**config.mk**
```make
export PLATFORM = sky130hd
export DESIGN_NAME = longest_common_substring_ratio
export DESIGN_NICKNAME = d
export VERILOG_FILES = /design/src/rtl/core/lcsr_pkg.sv /design/src/rtl/core/lcsr_div.sv /design/src/rtl/core/lcsr_datapath.sv /design/src/rtl/core/lcsr_ctrl.sv /design/src/rtl/core/longest_common_substring_ratio.sv
export SDC_FILE = /design/constraint.sdc
export NUM_CORES = 2
export LEC_CHECK = 0
export ABC_CLOCK_PERIOD_IN_PS = 5400
export CAP_MARGIN = 20
export CORE_UTILIZATION = 40
export CTS_BUF_LIST = sky130_fd_sc_hd__clkbuf_16
export DETAILED_ROUTE_END_ITERATION = 7
export DONT_BUFFER_PORTS = 1
export GPL_TIMING_DRIVEN = 1
export PLACE_DENSITY = 0.64
export SYNTH_ARGS = -nofsm -noshare
export SYNTH_HDL_FRONTEND = slang
export SYNTH_SLANG_ARGS = --single-unit
```
**constraint.sdc**
```tcl
create_clock -name clk -period 5.4 [get_ports clk]
set_input_delay 0.54 -clock clk [delete_from_list [all_inputs] [get_ports clk]]
set_output_delay 0.54 -clock clk [all_outputs]
set_load 0.02 [all_outputs]
```
**src/rtl/core/lcsr_pkg.sv**
```systemverilog
package lcsr_pkg;

	// fixed field widths of the result beat
	localparam int MATCH_W = 7;
	localparam int RATIO_W = 17;
	// quotient steps run from RATIO_W-1 down to zero
	localparam int STEP_W  = 5;

	typedef enum logic [1:0] {
		ST_LOAD,
		ST_START,
		ST_DIV
	} ctrl_state_t;

	typedef struct packed {
		logic accept;
		logic start_div;
		logic load_out;
	} cmd_t;

	typedef struct packed {
		logic div_done;
	} status_t;

endpackage

```
**src/rtl/core/lcsr_div.sv**
```systemverilog
module lcsr_div #(
	parameter int LW = 7
) (
	input  logic                          clk,
	input  logic                          arst_n,
	input  logic                          start,
	input  logic [LW-1:0]                 num,
	input  logic [LW-1:0]                 den,
	output logic                          done,
	output logic [lcsr_pkg::RATIO_W-1:0]  quot
);
	import lcsr_pkg::*;

	logic                busy_q;
	logic                done_q;
	logic [STEP_W-1:0]   cnt_q;
	logic [LW-1:0]       rem_q;
	logic                nbit_q;
	logic [RATIO_W-1:0]  quot_q;
	logic [LW:0]         rem_sh;
	logic [LW:0]         rem_nx;
	logic                fits;

	// restoring step, remainder stays below the divisor
	always_comb begin
		rem_sh = {rem_q, nbit_q};
		fits   = rem_sh >= {1'b0, den};
		rem_nx = fits ? (rem_sh - {1'b0, den}) : rem_sh;
	end

	always_ff @(posedge clk or negedge arst_n) begin
		if (!arst_n) begin
			busy_q <= 1'b0;
			done_q <= 1'b0;
			cnt_q  <= '0;
		end else if (start) begin
			busy_q <= 1'b1;
			done_q <= 1'b0;
			cnt_q  <= STEP_W'(RATIO_W - 1);
		end else if (busy_q) begin
			if (cnt_q == '0) begin
				busy_q <= 1'b0;
				done_q <= 1'b1;
			end else begin
				cnt_q <= cnt_q - 1'b1;
			end
		end
	end

	// dividend is num shifted up by the fraction width
	always_ff @(posedge clk) begin
		if (start) begin
			rem_q  <= num >> 1;
			nbit_q <= num[0];
		end else if (busy_q) begin
			rem_q  <= rem_nx[LW-1:0];
			nbit_q <= 1'b0;
			quot_q <= {quot_q[RATIO_W-2:0], fits};
		end
	end

	assign done = done_q;
	assign quot = quot_q;

	a_rem_below_den: assert property (@(posedge clk) disable iff (!arst_n)
		(busy_q && den != '0) |-> rem_q < den)
		else $error("divider remainder reached the divisor");

endmodule

```
**src/rtl/core/lcsr_datapath.sv**
```systemverilog
module lcsr_datapath #(
	parameter int MAX_LEN = 64,
	parameter int LW      = 7
) (
	input  logic                          clk,
	input  logic                          arst_n,
	input  lcsr_pkg::cmd_t                cmd,
	input  logic                          op,
	input  logic [7:0]                    ch,
	input  logic                          char_valid,
	input  logic [lcsr_pkg::RATIO_W-1:0]  quot,
	output logic [LW-1:0]                 num,
	output logic [LW-1:0]                 den,
	output logic [lcsr_pkg::MATCH_W-1:0]  match_length,
	output logic [lcsr_pkg::RATIO_W-1:0]  ratio,
	output logic                          truncated
);
	import lcsr_pkg::*;

	logic [7:0]          ref_q   [MAX_LEN];
	logic [LW-1:0]       sfx_q   [MAX_LEN];
	logic [LW-1:0]       diag    [MAX_LEN];
	logic [MAX_LEN-1:0]  active;
	logic [MAX_LEN-1:0]  hit;
	logic [LW-1:0]       first_len_q;
	logic [LW-1:0]       second_len_q;
	logic [LW-1:0]       best_q;
	logic                ovf_q;
	logic                wr_first;
	logic                step_second;
	logic                drop;
	logic [LW-1:0]       longer;
	logic [MATCH_W-1:0]  match_len_q;
	logic [RATIO_W-1:0]  ratio_q;
	logic                trunc_q;

	always_comb begin
		wr_first    = cmd.accept && !op && char_valid && (first_len_q < LW'(MAX_LEN));
		step_second = cmd.accept && op && char_valid && (second_len_q < LW'(MAX_LEN));
		drop        = cmd.accept && char_valid &&
		              (op ? (second_len_q == LW'(MAX_LEN)) : (first_len_q == LW'(MAX_LEN)));
		longer      = (first_len_q > second_len_q) ? first_len_q : second_len_q;
	end

	// one cell per reference position, all updated in the same cycle
	for (genvar i = 0; i < MAX_LEN; i++) begin : g_cell
		if (i == 0) begin : g_first
			assign diag[i] = '0;
		end else begin : g_rest
			assign diag[i] = sfx_q[i-1];
		end

		assign active[i] = LW'(i) < first_len_q;
		assign hit[i]    = step_second && active[i] && (ref_q[i] == ch) && (diag[i] == best_q);

		always_ff @(posedge clk) begin
			if (wr_first && first_len_q == LW'(i)) begin
				ref_q[i] <= ch;
			end
		end

		always_ff @(posedge clk or negedge arst_n) begin
			if (!arst_n) begin
				sfx_q[i] <= '0;
			end else if (cmd.load_out) begin
				sfx_q[i] <= '0;
			end else if (wr_first && first_len_q == LW'(i)) begin
				sfx_q[i] <= '0;
			end else if (step_second && active[i]) begin
				sfx_q[i] <= (ref_q[i] == ch) ? (diag[i] + 1'b1) : '0;
			end
		end
	end

	// a new cell value is at most one above the running best
	always_ff @(posedge clk or negedge arst_n) begin
		if (!arst_n) begin
			first_len_q  <= '0;
			second_len_q <= '0;
			best_q       <= '0;
			ovf_q        <= 1'b0;
		end else if (cmd.load_out) begin
			first_len_q  <= '0;
			second_len_q <= '0;
			best_q       <= '0;
			ovf_q        <= 1'b0;
		end else begin
			if (wr_first) begin
				first_len_q <= first_len_q + 1'b1;
			end
			if (step_second) begin
				second_len_q <= second_len_q + 1'b1;
			end
			if (|hit) begin
				best_q <= best_q + 1'b1;
			end
			if (drop) begin
				ovf_q <= 1'b1;
			end
		end
	end

	always_ff @(posedge clk) begin
		if (cmd.load_out) begin
			match_len_q <= MATCH_W'(best_q);
			ratio_q     <= (longer == '0) ? '0 : quot;
			trunc_q     <= ovf_q;
		end
	end

	assign num          = best_q;
	assign den          = longer;
	assign match_length = match_len_q;
	assign ratio        = ratio_q;
	assign truncated    = trunc_q;

	a_best_first: assert property (@(posedge clk) disable iff (!arst_n)
		best_q <= first_len_q)
		else $error("best length beyond first string length");

	a_best_second: assert property (@(posedge clk) disable iff (!arst_n)
		best_q <= second_len_q)
		else $error("best length beyond second string length");

	a_best_step: assert property (@(posedge clk) disable iff (!arst_n)
		!cmd.load_out |=> (best_q == $past(best_q) || best_q == $past(best_q) + 1'b1))
		else $error("best length jumped");

endmodule

```
**src/rtl/core/lcsr_ctrl.sv**
```systemverilog
module lcsr_ctrl (
	input  logic               clk,
	input  logic               arst_n,
	input  logic               in_valid,
	input  logic               op,
	input  logic               last,
	input  logic               out_ready,
	input  lcsr_pkg::status_t  status,
	output logic               in_ready,
	output logic               out_valid,
	output lcsr_pkg::cmd_t     cmd
);
	import lcsr_pkg::*;

	ctrl_state_t  state_q;
	ctrl_state_t  state_nx;
	logic         out_full_q;

	always_ff @(posedge clk or negedge arst_n) begin
		if (!arst_n) begin
			state_q <= ST_LOAD;
		end else begin
			state_q <= state_nx;
		end
	end

	always_comb begin
		state_nx      = state_q;
		in_ready      = 1'b0;
		cmd.accept    = 1'b0;
		cmd.start_div = 1'b0;
		cmd.load_out  = 1'b0;
		case (state_q)
			ST_LOAD: begin
				in_ready   = 1'b1;
				cmd.accept = in_valid;
				if (in_valid && op && last) begin
					state_nx = ST_START;
				end
			end
			ST_START: begin
				cmd.start_div = 1'b1;
				state_nx      = ST_DIV;
			end
			ST_DIV: begin
				if (status.div_done && !out_full_q) begin
					cmd.load_out = 1'b1;
					state_nx     = ST_LOAD;
				end
			end
			default: begin
				state_nx = ST_LOAD;
			end
		endcase
	end

	// output register, freed when its beat is taken
	always_ff @(posedge clk or negedge arst_n) begin
		if (!arst_n) begin
			out_full_q <= 1'b0;
		end else if (cmd.load_out) begin
			out_full_q <= 1'b1;
		end else if (out_ready) begin
			out_full_q <= 1'b0;
		end
	end

	assign out_valid = out_full_q;

endmodule

```
**src/rtl/core/longest_common_substring_ratio.sv**
```systemverilog
// the result follows the second string's end beat via ST_START, ST_DIV and the output register
// one character beat per cycle in ST_LOAD; in_ready is low until the result is loaded
// the divider is a 17-step restoring divider that forms the Q1.16 ratio, one quotient bit a cycle
// a new pair may stream in while the previous result waits in the output register
// reset: arst_n asynchronous active low, clears lengths, best length, flags and the suffix row
module longest_common_substring_ratio #(
	parameter int MAX_LEN = 64
) (
	input  logic                          clk,
	input  logic                          arst_n,
	input  logic                          in_valid,
	output logic                          in_ready,
	input  logic                          op,
	input  logic [7:0]                    ch,
	input  logic                          char_valid,
	input  logic                          last,
	output logic                          out_valid,
	input  logic                          out_ready,
	output logic [lcsr_pkg::MATCH_W-1:0]  match_length,
	output logic [lcsr_pkg::RATIO_W-1:0]  ratio,
	output logic                          truncated
);
	import lcsr_pkg::*;

	// length counters hold zero up to MAX_LEN inclusive
	localparam int LW = $clog2(MAX_LEN + 1);

	cmd_t                cmd;
	status_t             status;
	logic [LW-1:0]       num;
	logic [LW-1:0]       den;
	logic [RATIO_W-1:0]  quot;

	// sequencer: takes character beats, then runs the divider and loads the result
	lcsr_ctrl u_ctrl (
		.clk       (clk),
		.arst_n    (arst_n),
		.in_valid  (in_valid),
		.op        (op),
		.last      (last),
		.out_ready (out_ready),
		.status    (status),
		.in_ready  (in_ready),
		.out_valid (out_valid),
		.cmd       (cmd)
	);

	// reference store, systolic suffix row, counters and output register
	lcsr_datapath #(
		.MAX_LEN (MAX_LEN),
		.LW      (LW)
	) u_datapath (
		.clk          (clk),
		.arst_n       (arst_n),
		.cmd          (cmd),
		.op           (op),
		.ch           (ch),
		.char_valid   (char_valid),
		.quot         (quot),
		.num          (num),
		.den          (den),
		.match_length (match_length),
		.ratio        (ratio),
		.truncated    (truncated)
	);

	// best length times 2^16 over the longer string length
	lcsr_div #(
		.LW (LW)
	) u_div (
		.clk    (clk),
		.arst_n (arst_n),
		.start  (cmd.start_div),
		.num    (num),
		.den    (den),
		.done   (status.div_done),
		.quot   (quot)
	);

endmodule

```
==> results.md <==
* Syn Inst Count at 4738
* CTS Buf Count at 111
* Core ar. at 0.130 mm2
* Nets@finish at 4849
* Distinct cells, synth at 74
* Tot Pwr at 21.0 mW
* CTS tree: yes
* Drt pass-1 iters at 6
* Status: finished, violations left
* WL per Instance at 23.8 um
* First-pass GRT wire length at 232000 um
* Primary FF master, synth: edfxtp_1
* Syn nets at 4839
* Clock sinks at 1014
* Hold_ws at -0.515 ns
* Hold Path Class: primary input to asynchronous set/reset pin
* Vias in the first global route at 35800
* Cell Pwr Density at 360 mW/mm2
* 1st-iter DRT viols at 3573
* Number of synthesis warnings at 0
* Die extent in x at 364 um
* Clock skew at 0.0397 ns
* Critical Path Source Type: flip-flop
* FF-to-FF Start: u_datapath.second_len_q[1]
* Final Cycle Share at 89.5%
* Clock Latency Late Sink at 0.77 ns
* Die extent in y at 364 um
* Largest area contributor in the netlist: edfxtp_1
* Initial Utilization at 40.4%
* Initial antenna violation count at 3
* Ranking of synthesized cells by area: edfxtp_1, dfrtp_1, xor2_1
* Die Area at 0.133 mm2
* P_leak at 21.9 nW
* CTS root buf: clkbuf_16
* # DRC at 0
* Post-synthesis cell area at 0.0525 mm2
* Post-synth top area share at 32.1%
* Setup TNS at 0 ns
* Post-layout min period at 4.83 ns
* Failing checks: hold timing
* Placed Cells at 6355
* Flop2flop setup slack at 0.57 ns
* IO Count at 42
* FF-to-FF End: u_div.rem_q[1]
* GR Util All Layers at 23.3%
* Slew @ Worst Pin at 1.31 ns
* Critical Path AT at 5.31 ns
* Most frequent cells in the layout: xor2_1, xnor2_1, edfxtp_1
* Seq/Total Area, Yosys at 53.6%
* Flops & latches, synth at 1014
* Overflow after GRT at 0
* Critical path type: flip-flop to flip-flop
* Antenna Violating Nets Remaining at 0
* # diodes at 0
* Area delta synth->final at 11.0%
* FF-to-FF path depth at 20
* Gpl congestion at 0.923
* Critical path peak fanout at 11
* Slew headroom at 12.5%
* Worst-case clock buffer depth at 3
* Clock slew at reported path FFs at 0.06 ns
* RSZ-0062 raised after global routing: false
* Final non-filler cell total at 6589
* Htree depth at 3
* Post-synth EDFFs at 561
* Largest net degree at the start of global routing at 453
* Layout cells sized above 1 at 5.61%
* Syn Area/Cell at 11.1 um2
* # rows at 132
* Final WL at 157000 um
* Reg area at 0.0282 mm2
* # resized after CTS at 0
* Finish-stage setup viols at 0
* Area of the multi-input gates at 0.0231 mm2
* Total of max-cap violations at 0
* PortBufs at 0
* CP required at 5.88 ns
* Commonest non-fill, non-tap cell in the layout: xor2_1
* Peak Freq at 207 MHz
* CP endpoint kind: flip-flop
* Filler Cell Count at 12000
* DR vias at 37000
* Final Slew Violations at 0
* Vias/cell at 5.61
* Worst IR drop on VDD at 0.242 mV
* Async set-reset flop share out of synthesis at 44.6%
* Final Hold Vio Count at 452
* Final HPWL DP at 91700 um
==> how the worst max path moves through the flow <==
| stage | start | end | slack, ns | cells past startpoint |
|---|---|---|---|---|
| 3_3_place_gp | u_datapath.second_len_q[1] | u_div.rem_q[5] | 0.56 | 20 |
| 4_1_cts | u_datapath.second_len_q[1] | u_div.rem_q[1] | 0.62 | 20 |
| 5_1_grt | u_datapath.second_len_q[1] | u_div.rem_q[1] | 0.05 | 20 |
| 3_5_place_dp | u_datapath.second_len_q[1] | u_div.rem_q[1] | 0.64 | 20 |
| 6_report | u_datapath.second_len_q[1] | u_div.rem_q[1] | 0.57 | 20 |
| 2_1_floorplan | u_datapath.first_len_q[0] | u_div.rem_q[1] | 1.03 | 22 |
==> metal layers <==
layer  GRT usage, %  part of all wire (%)  vias to the layer above
met4           10.5                   4.7                        2
met1           31.0                    43                    18600
met5              0                 0.013                        -
met2           37.1                    46                     1309
li1               -                     -                    16800
met3           3.81                   6.7                      351
==> report_power, final <==
group	switching, mW	internal (mW)	total (mW)
registers	0.475	8.58	9.05
logic	2.75	1.52	4.27
clock network	3.30	4.36	7.67
==> critical path, stage by stage (launching register included) <==
cell and delay [ns]:
dfrtp_1 0.40, inv_1 0.10, ha_1 0.31, nor2b_1 0.13
o21ai_0 0.16, a21oi_1 0.10, a211oi_1 0.34, o21bai_1 0.38
nand2_1 0.10, o21ai_0 0.23, ha_1 0.29, fa_1 0.19
nor2b_1 0.06, o21ai_0 0.21, a21boi_0 0.15, o21ai_0 0.25
a21o_1 0.17, nor2b_1 0.60, nor2_1 0.12, a211oi_1 0.21
a21oi_1 0.07
==> timing repair <==
action	in CTS	in global routing
setup buffers	0	0
hold buffers	16	4
hold endpoints to repair	780	495
==> sequential cells by signal, indices dropped and copies added, names as in the netlist, 2 cells and up <==
signal and flops:
u_datapath.ref_q 512, u_datapath.diag 420, u_datapath.ratio 17, u_div.quot 17
u_datapath.first_len_q 7, u_datapath.match_length 7, u_datapath.num 7, u_datapath.second_len_q 7
u_div.rem_q 7, u_div.cnt_q 5, u_ctrl.state_q 2
==> per-stage QoR <==
step	setup slack [ns]	hold slack [ns]	util [%]	cell area, um2
after detailed placement	0.643	0.286	41.8	54300
after floorplan	1.03	0.244	-	52500
after global routing	0.0528	-0.541	44.9	58300
after CTS	0.625	-0.527	44.8	58200
after global placement	0.565	0.282	41.8	54300
final	0.570	-0.515	44.9	58300
==> kinds of logic after synthesis <==
group,synth area share (%)
compound gates,6.79
xor+xnor,20.6
fa+ha+maj,2.06
buf+inv,2.58
flops,53.6
mux,0.250
simple gates,14.1
==> final cells by class <==
cell class	instances	share of cell area (%)
clock buffers	112	4.81
clock inverters	100	1.51
inverters	74	0.478
multi-input cells	3457	39.5
flip-flops and latches	1014	48.4
well taps	1742	3.74
repair buffers	90	1.58
==> synth_stat cells, types with 4 or more instances <==
master     instances
or4_1              6
nand4_1          109
nor2b_1           30
clkbuf_1          68
or3_1             14
edfxtp_1         561
or2_2              7
o2bb2ai_1          6
buf_2             62
a211oi_1          13
inv_2              4
a22oi_1           72
o22ai_1            4
xnor2_1          586
a22o_1            16
nor4_1           166
o2111ai_1          6
dfrtp_1          452
a21oi_1          193
buf_6             22
buf_1             11
nand2_1          276
xor2_1           650
nand3_1          201
buf_4             30
o21ai_1           41
a2111oi_0          7
ha_1              85
and3_1           118
nor2_1           379
mux2i_1           12
nand2b_1           5
inv_1             69
nor3_1           175
a21o_1             6
o21ai_0          218
Power figures use the tool's default switching activity.
